[src/design/tmk_pkg.sv]
// Package for the thin multipole kick block: request types, microcode control word
// and the read-only microprogram that drives the sequencer. No dependencies.
package tmk_pkg;

  typedef struct packed {
    logic              func;
    logic [2:0]        coef_index;
    logic signed [63:0] coef_skew;
    logic signed [63:0] coef_normal;
    logic signed [63:0] pos_x;
    logic signed [63:0] mom_x;
    logic signed [63:0] pos_y;
    logic signed [63:0] mom_y;
    logic signed [63:0] kick_len;
  } in_req_t;

  typedef struct packed {
    logic signed [63:0] mom_x_out;
    logic signed [63:0] mom_y_out;
    logic               saturated;
  } out_req_t;

  // Request function codes.
  localparam logic FUNC_LOAD = 1'b0;
  localparam logic FUNC_KICK = 1'b1;

  // Result of the shared multiplier, seen by the sequencer.
  typedef struct packed {
    logic               done;
    logic               sat;
    logic signed [63:0] prod;
  } mul_res_t;

  typedef enum logic {SEQ_IDLE, SEQ_RUN} seq_state_t;

  typedef enum logic [1:0] {MA_RE, MA_IM, MA_LEN} mul_a_t;
  typedef enum logic [1:0] {MB_X, MB_Y, MB_RE, MB_IM} mul_b_t;
  typedef enum logic [1:0] {ALU_PASS, ALU_ADD, ALU_SUB} alu_op_t;
  typedef enum logic [1:0] {AA_T, AA_U, AA_PX, AA_PY} alu_a_t;
  typedef enum logic [1:0] {AB_PROD, AB_NORM, AB_SKEW} alu_b_t;
  typedef enum logic [2:0] {DST_NONE, DST_T, DST_U, DST_IM, DST_PX, DST_PY} dst_t;

  typedef logic [3:0] step_t;

  localparam step_t STEP_LOOP = 4'd0;
  localparam step_t STEP_KICK = 4'd6;
  localparam step_t STEP_END  = 4'd8;

  typedef struct packed {
    logic    use_mul;
    mul_a_t  ma;
    mul_b_t  mb;
    alu_op_t op;
    alu_a_t  aa;
    alu_b_t  ab;
    dst_t    dst;
    logic    re_load;
    logic    dec_idx;
    logic    jmp_nz;
    step_t   target;
    logic    done;
  } cw_t;

  // Microprogram. Steps 0 to 5 are one Horner iteration, 6 and 7 apply the kick,
  // step 8 hands the result to the output register.
  function automatic cw_t ucode(input step_t step);
    cw_t cw;
    cw = '{use_mul: 1'b0, ma: MA_RE, mb: MB_X, op: ALU_PASS, aa: AA_T, ab: AB_PROD,
           dst: DST_NONE, re_load: 1'b0, dec_idx: 1'b0, jmp_nz: 1'b0,
           target: STEP_LOOP, done: 1'b0};
    case (step)
      4'd0: begin
        cw.use_mul = 1'b1; cw.ma = MA_RE; cw.mb = MB_X;
        cw.op = ALU_PASS; cw.ab = AB_PROD; cw.dst = DST_T;
      end
      4'd1: begin
        cw.use_mul = 1'b1; cw.ma = MA_IM; cw.mb = MB_Y;
        cw.op = ALU_SUB; cw.aa = AA_T; cw.ab = AB_PROD; cw.dst = DST_T;
      end
      4'd2: begin
        cw.op = ALU_ADD; cw.aa = AA_T; cw.ab = AB_NORM; cw.dst = DST_T;
      end
      4'd3: begin
        cw.use_mul = 1'b1; cw.ma = MA_IM; cw.mb = MB_X;
        cw.op = ALU_PASS; cw.ab = AB_PROD; cw.dst = DST_U;
      end
      4'd4: begin
        cw.use_mul = 1'b1; cw.ma = MA_RE; cw.mb = MB_Y;
        cw.op = ALU_ADD; cw.aa = AA_U; cw.ab = AB_PROD; cw.dst = DST_U;
      end
      4'd5: begin
        cw.op = ALU_ADD; cw.aa = AA_U; cw.ab = AB_SKEW; cw.dst = DST_IM;
        cw.re_load = 1'b1; cw.dec_idx = 1'b1; cw.jmp_nz = 1'b1; cw.target = STEP_LOOP;
      end
      4'd6: begin
        cw.use_mul = 1'b1; cw.ma = MA_LEN; cw.mb = MB_RE;
        cw.op = ALU_SUB; cw.aa = AA_PX; cw.ab = AB_PROD; cw.dst = DST_PX;
      end
      4'd7: begin
        cw.use_mul = 1'b1; cw.ma = MA_LEN; cw.mb = MB_IM;
        cw.op = ALU_ADD; cw.aa = AA_PY; cw.ab = AB_PROD; cw.dst = DST_PY;
      end
      default: begin
        cw.done = 1'b1;
      end
    endcase
    return cw;
  endfunction

endpackage

[src/design/tmk_mul.sv]
// Shared multi-cycle Q31.32 saturating multiplier of the thin multipole kick block.
// Uses one 32x32 multiplier over four partial products. Depends on tmk_pkg.
module tmk_mul
  import tmk_pkg::*;
(
  input  logic               clk,
  input  logic               rst_n,
  input  logic               start,
  input  logic signed [63:0] op_a,
  input  logic signed [63:0] op_b,
  output mul_res_t           res
);

  localparam logic [2:0] CNT_PP_LAST  = 3'd3;
  localparam logic [2:0] CNT_ACC_LAST = 3'd4;
  localparam logic [2:0] CNT_LAST     = 3'd5;

  logic         busy_r;
  logic         done_r;
  logic [2:0]   cnt_r;
  logic [63:0]  ma_r;
  logic [63:0]  mb_r;
  logic         neg_r;
  logic [63:0]  pp_r;
  logic [1:0]   pp_sh_r;
  logic [127:0] acc_r;
  logic signed [63:0] prod_r;
  logic         sat_r;

  logic [31:0]  a_half;
  logic [31:0]  b_half;
  logic [63:0]  pp_nxt;
  logic [1:0]   pp_sh_nxt;
  logic [127:0] pp_shifted;
  logic [95:0]  q_w;
  logic [96:0]  c_w;
  logic         sat_w;
  logic [63:0]  fin_w;

  always_ff @(posedge clk) begin
    if (!rst_n) begin
      busy_r <= 1'b0;
      done_r <= 1'b0;
      cnt_r  <= '0;
    end else begin
      done_r <= 1'b0;
      if (start) begin
        busy_r <= 1'b1;
        cnt_r  <= '0;
      end else if (busy_r) begin
        if (cnt_r == CNT_LAST) begin
          busy_r <= 1'b0;
          done_r <= 1'b1;
        end else begin
          cnt_r <= cnt_r + 3'd1;
        end
      end
    end
  end

  // Partial product a_i * b_j carries weight 2^(32*(i+j)).
  always_comb begin
    a_half    = cnt_r[1] ? ma_r[63:32] : ma_r[31:0];
    b_half    = cnt_r[0] ? mb_r[63:32] : mb_r[31:0];
    pp_nxt    = a_half * b_half;
    pp_sh_nxt = {1'b0, cnt_r[1]} + {1'b0, cnt_r[0]};
    case (pp_sh_r)
      2'd0:    pp_shifted = {64'd0, pp_r};
      2'd1:    pp_shifted = {32'd0, pp_r, 32'd0};
      2'd2:    pp_shifted = {pp_r, 64'd0};
      default: pp_shifted = '0;
    endcase
  end

  // The signed result is floor(+-P / 2^32). For a negative sign that is -ceil(P / 2^32).
  always_comb begin
    q_w = acc_r[127:32];
    c_w = {1'b0, q_w} + {96'd0, |acc_r[31:0]};
    if (neg_r) begin
      sat_w = (|c_w[96:64]) | (c_w[63] & (|c_w[62:0]));
      fin_w = sat_w ? 64'h8000_0000_0000_0000 : (~c_w[63:0] + 64'd1);
    end else begin
      sat_w = |q_w[95:63];
      fin_w = sat_w ? 64'h7FFF_FFFF_FFFF_FFFF : q_w[63:0];
    end
  end

  always_ff @(posedge clk) begin
    if (start) begin
      ma_r  <= op_a[63] ? (~op_a + 64'd1) : op_a;
      mb_r  <= op_b[63] ? (~op_b + 64'd1) : op_b;
      neg_r <= op_a[63] ^ op_b[63];
      acc_r <= '0;
    end else if (busy_r) begin
      if (cnt_r <= CNT_PP_LAST) begin
        pp_r    <= pp_nxt;
        pp_sh_r <= pp_sh_nxt;
      end
      if (cnt_r != 3'd0 && cnt_r <= CNT_ACC_LAST) begin
        acc_r <= acc_r + pp_shifted;
      end
      if (cnt_r == CNT_LAST) begin
        prod_r <= fin_w;
        sat_r  <= sat_w;
      end
    end
  end

  assign res.done = done_r;
  assign res.sat  = sat_r;
  assign res.prod = prod_r;

endmodule

[config.mk]
export PLATFORM = sky130hd
export DESIGN_NAME = tmk_mul
export DESIGN_NICKNAME = d
export VERILOG_FILES = /design/src/design/tmk_pkg.sv /design/src/design/tmk_mul.sv
export SDC_FILE = /design/constraint.sdc
export NUM_CORES = 2
export LEC_CHECK = 0
export BUFFER_PORTS_ARGS = -buffer_cell sky130_fd_sc_hd__clkbuf_2
export CORE_MARGIN = 5
export CORE_UTILIZATION = 55
export DETAILED_ROUTE_END_ITERATION = 6
export PLACE_DENSITY = 0.76
export SLEW_MARGIN = 20
export SYNTH_ARGS = -nofsm -noshare
export SYNTH_HDL_FRONTEND = slang
export SYNTH_SLANG_ARGS = --single-unit
[constraint.sdc]
create_clock -name clk -period 13.2 [get_ports clk]
set_clock_uncertainty 0.15 [all_clocks]
set_input_delay 1.98 -clock clk [delete_from_list [all_inputs] [get_ports clk]]
set_output_delay 1.98 -clock clk [all_outputs]
set_load 0.01 [all_outputs]
* After elaboration in Yosys (flattened, before gate mapping) *
Index checks and enable logic that the tools add are counted.

word-level totals
  register bits after elaboration = 393

operators by class
  mux-type cells = 13
  bitwise logic cells = 10
  $add $sub $neg = 7
  magnitude comparators = 2
  equality and inequality tests = 3
  multiply operators = 1
  reductions and logical operators = 13

operators by type and width
  operator                                              count
  one-hot mux 128 bit (3 select lines)                  1
  adder 64 x 1 -> 64 bit (second input constant)        3
  two-way mux 64 bit                                    3
  inverter 64 bit                                       3
  adder 128 bit                                         1
  two-way mux 63 bit                                    2
  adder 96 x 1 -> 97 bit                                1
  OR reduction 33 bit                                   2
  multiplier 32 x 32 -> 64 bit                          1
  two-way mux 32 bit                                    2
  OR reduction 63 bit                                   1
  OR reduction 32 bit                                   1
  AND reduction 3 bit                                   2
  two-way mux 1 bit                                     5
  inverter 1 bit                                        4
  AND reduction 2 bit                                   2
  adder 3 x 1 -> 3 bit (second input constant)          1
  == test 3 bit (second input constant)                 1
  <= comparator 3 x 2 -> 1 bit (second input constant)  1
  <= comparator 3 bit (second input constant)           1
  nonzero test 3 bit                                    1
  OR reduction 3 bit                                    1
  adder 1 x 1 -> 2 bit                                  1
  == test 2 x 1 -> 1 bit (second input constant)        1
  7 further kinds                                       7

* Depth between registers and ports, before layout *
  depth in word-level cells = 7
  gate-level depth with buffers = 36
  mapped depth without buffers = 31

* Worst setup path before layout *
Ideal clock, no wire load.

  kind = register to register
  from = register cnt_r[1]
  to = register pp_r[56], data pin
  data required time = 12.788 ns
  arrival time = 9.068 ns
  library setup time = 0.262 ns
  stages on the path, launching flop included = 33
  path slack = 3.720 ns
  cells stage by stage = dfxtp_1 -> clkbuf_1 -> clkbuf_1 -> buf_1 -> mux2i_1 -> clkbuf_1 -> nor2_1 -> fa_1 -> fa_1 -> fa_1 -> inv_1 -> fa_1 -> inv_1 -> fa_1 -> fa_1 -> fa_1 -> inv_1 -> fa_1 -> inv_1 -> ha_1 -> clkbuf_1 -> nand2_1 -> nor3_1 -> a21oi_1 -> o21ai_0 -> a41oi_1 -> o41ai_1 -> a41oi_1 -> o21ai_0 -> a31oi_1 -> o21ai_0 -> a211oi_1 -> xnor2_1

between the ends
  cells in the longest elaborated chain, start to end = 2

ends and longest elaborated chain
  item                          RTL line       RTL
  start, declared               tmk_mul.sv:20  logic [2:0] cnt_r;
  start signal, assigned        tmk_mul.sv:55  cnt_r <= cnt_r + 3'd1;
  two-way mux 32 bit            tmk_mul.sv:63  a_half = cnt_r[1] ? ma_r[63:32] : ma_r[31:0];
  multiplier 32 x 32 -> 64 bit  tmk_mul.sv:65  pp_nxt = a_half * b_half;
  via pp_nxt[56]                tmk_mul.sv:32  logic [63:0] pp_nxt;
  end signal, assigned          tmk_mul.sv:96  pp_r <= pp_nxt;
  end, declared                 tmk_mul.sv:24  logic [63:0] pp_r;

The timed path passes the listed nets, and every way through them passes these cells.
A chain may end at the register's enable or synchronous reset.

* Worst setup path after layout *
  from = register cnt_r[0]
  to = register pp_r[56], data pin

between the ends
  cells in the longest elaborated chain, start to end = 2

ends and longest elaborated chain
  item                          RTL line       RTL
  two-way mux 32 bit            tmk_mul.sv:64  b_half = cnt_r[0] ? mb_r[63:32] : mb_r[31:0];
  multiplier 32 x 32 -> 64 bit  tmk_mul.sv:65
  via pp_nxt[56]                tmk_mul.sv:32

The timed path passes the listed nets, and every way through them passes these cells.

==> results.md <==
STA:
- The worst-margin pin slew is 1240 ps.
- The final number of setup-violating endpoints is 0.
- The remaining max-slew budget at the tightest pin is roughly 17%.
- The max-slew violation count is 0.
- The share of the clock period used by the worst path is slightly below 80%.
- Based on the critical path, the design can be clocked at up to 97.5 MHz.
- The post-route setup TNS is 0 ps.
- Setup repair after global routing left no endpoint under its margin.
- Counting I/O delays and the setup requirement, the final critical path takes 10260 ps.
- The number of hold violations in the final report is 0.

Global route:
- The initial antenna violation count came to 5.
- Entering global routing, the biggest net connects 77 pins.
- The wire length of the first global-routing pass is 329000 µm.
- The via count of the first global-routing pass is 55.1k.
- The remaining global-route overflow is 0.
- For this run, the total global-route usage over all layers was measured as 35.6%.

Routing:
- The average routed wire per standard cell is 24.6 µm.
- The total via count after detailed routing is approximately 54k.
- For this block, the initial DRC count from the detailed router was 4929.
- For this block, the routed nets add up to 218000 µm of wire.
- The number of optimization iterations in the first detailed-route pass is 6.
- After detailed routing, the number of remaining DRC violations is 0.
- The number of nets still failing antenna checks after routing is 0.
- After detailed routing, the number of vias per cell comes to around 6.1.

Synth:
- The synthesized design contains 260 enable-type register cells.
- The synthesized netlist devotes 18.1% of its cell area to simple gates.
- Summing every instance area after synthesis gives 62700 µm².
- The register bit count reported by yosys is 393.
- Dividing the synthesized area by the synthesized cell count gives 8.52 µm².
- The most used flip-flop cell after synthesis is edfxtp_1.
- The main combinational cell family by area after synthesis is adder cells.
- Synthesis produced 7360 cells.
- Summing the areas of all xor and xnor instances in the mapped netlist gives around 5.7% of the synthesized area.
- Measured against the total synthesized area, the mux share comes to 2.73%.
- The distinct cell type count of the synthesized netlist is 90.
- The share of the synthesized area in compound gates (AO/OA/AOI/OAI) is 11.7%.
- The async set-reset flop share out of synthesis is 0%.
- Summing the sequential cell areas from Yosys gives 16.7% of the chip area.
- The total number of yosys warnings is 0.
- Counting every net in the synthesized netlist gives approximately 8.8k.
- The area share of fa/ha/maj cells after synthesis is between 30 and 40%.

Finish:
- Leaving out fill and tap cells, the most frequent cells in the layout are inv_1 (1019), nor2_1 (912), fa_1 (897).
- Excluding fillers, the count of instances in the completed layout stands at 8868.
- After the last flow step, the layout net total stands at 8749.
- The leading cell type in the layout, fill and taps excluded is inv_1.
- Relative to the synthesized area, the layout overhead comes to 6.47%.
- The share of post-route cells with drive strength above 1 is 7.46%.

Floorplan:
- In this run the core area contains approximately 120 standard-cell rows.
- The starting utilization of the core area is 55.6%.
- In this run the vertical extent of the chip is 348 µm.
- The total area inside the core boundary comes to 113000 µm².
- The width of the die is roughly 350 µm.
- The number of top-level pins is 197.
- The overall die area is about 120000 µm².

CTS:
- The clock drives just under 400 sinks.
- The clock tree synthesis step divided the H-tree into 2 levels.
- Post-CTS repair changed the size of 0 cells.
- The total of hold buffers inserted after clock tree synthesis is 0.
- The TritonCTS buffer count is 47.
- The CTS tree is built.
- Clock-pin slew was measured on the worst setup and hold paths at 60 ps.
- In this run the deepest clock path goes through 3 buffers.
- Buffers added to address setup during post-CTS repair amount to 0.
- The source-to-sink clock delay at the later pin of the worst-skew pair is about 680 ps.
- The CTS root buffer is clkbuf_16.

Setup path:
- The count of cells along the worst register-to-register path is 29.
- The category of cells accounting for the largest share of critical-path delay is adder cells.
- The endpoint identified for the worst register-to-register timing path is pp_r[56].
- The cell type with the highest occurrence count on the critical path is fa_1.
- The combined buffer and inverter count along the critical path is 6.
- In this design, the stage delay of the slowest critical-path cell is ~940 ps.
- STA classifies the critical path endpoint as a flop.
- The slowest stage of the critical path is the mux2i_4 cell.
- The critical path depth is 29.
- The maximum fanout along the worst path is 37.
- The worst endpoint data arrival time is 10500 ps.
- The critical path is of the flop to flop type.
- The source of the worst register-to-register timing path is cnt_r[0].
- At the worst endpoint, the required time is approximately 13000 ps.
- The most critical setup path has its endpoint at pp_r[56].
- The category of the worst setup path launch point is a flop.
- The setup check on the worst reg-to-reg path leaves a slack of 2940 ps.
- In this run the worst setup path begins at cnt_r[0].

Status:
- The flow ran to the end, and the final reports show no timing, DRC or antenna violations.

Placement:
- Detailed placement finished with a half-perimeter wire length of 170000 µm.
- The number of input and output port buffers inserted is between 150 and 200.
- The global placer's final weighted congestion is 1.02.
- The placed cell count is between 8k and 9k.

Worst hold path:
- The path class of the tightest hold or removal check is flop to flop.

Flow run:
- The number of max-cap violations is 0.
[kinds of logic after synthesis]
logic type	after synthesis
AOI/OAI and AO/OA	1173
xor gates and xnor gates	407
adders and majority gates	1296
buffers and inverters	1404
DFF	393
muxes	163
and+or+nand+nor	2524
[routing by layer]
| metal | vias to the layer above | GRT usage [%] | part of all wire (%) |
|---|---|---|---|
| met5 | - | 0 | 0.0069 |
| met4 | 4 | 21.9 | 8.1 |
| met3 | 866 | 9.02 | 11 |
| met2 | 3122 | 57.3 | 45 |
| met1 | 26300 | 43.2 | 36 |
| li1 | 24100 | - | - |
[worst min-delay path, stage by stage (launching register included)]
cell     delay (ps)
dfxtp_1         320
nand2_1          60
a21oi_1          50
[per-stage QoR]
stage / setup slack (ps) / cell area [µm²] / utilization (%) / hold WS [ps]
6_report: 2940 / 66700 / 59.2 / 325
5_1_grt: 2590 / 66700 / 59.1 / 346
4_1_cts: 2990 / 66700 / 59.1 / 330
3_5_place_dp: 3000 / 65100 / 57.7 / 320
3_3_place_gp: 3130 / 65100 / 57.7 / 312
2_1_floorplan: 3720 / 62700 / - / 299
[flip-flops by register name (all words and copies together), names as in the netlist]
signal   cells
acc_r      128
busy_r       1
cnt_r        3
done_r       1
ma_r        64
mb_r        64
neg_r        1
pp_r        64
pp_sh_r      2
prod_r      64
sat_r        1
[synth_stat cells (108+ instances only)]
| library cell | count | area share (%) |
|---|---|---|
| inv_1 | 1019 | 6.1 |
| edfxtp_1 | 260 | 12 |
| o21ai_0 | 287 | 2.3 |
| xor2_1 | 108 | 1.5 |
| a21oi_1 | 374 | 3.0 |
| ha_1 | 399 | 8.0 |
| nand4_1 | 130 | 1.3 |
| nor2_1 | 913 | 5.5 |
| dfxtp_1 | 133 | 4.2 |
| nand2_1 | 864 | 5.2 |
| fa_1 | 897 | 29 |
| xnor2_1 | 299 | 4.2 |
| clkbuf_1 | 333 | 2.0 |
[how the worst min path moves through the flow]
stage	start	to	cells past startpoint	slack, ps
final	acc_r[2]	acc_r[2]	2	320
after global routing	acc_r[21]	acc_r[21]	2	350
after CTS	acc_r[21]	acc_r[21]	2	330
after detailed placement	acc_r[21]	acc_r[21]	2	320
after global placement	acc_r[20]	acc_r[20]	2	310
after floorplan	acc_r[10]	acc_r[10]	2	300
[final cells by class]
| class | count | area (µm²) |
|---|---|---|
| Multi-Input combinational cell | 5563 | 47200 |
| Fill cell | 9995 | 46100 |
| Sequential cell | 393 | 10500 |
| Inverter | 1020 | 3830 |
| Tap cell | 1500 | 1880 |
| Timing Repair Buffer | 297 | 1770 |
| Clock buffer | 56 | 1250 |
| Clock inverter | 32 | 343 |
| Antenna cell | 7 | 17.5 |
Power is not shown: default switching activity piles up to over one toggle a cycle in this logic, so the estimate is an artifact.
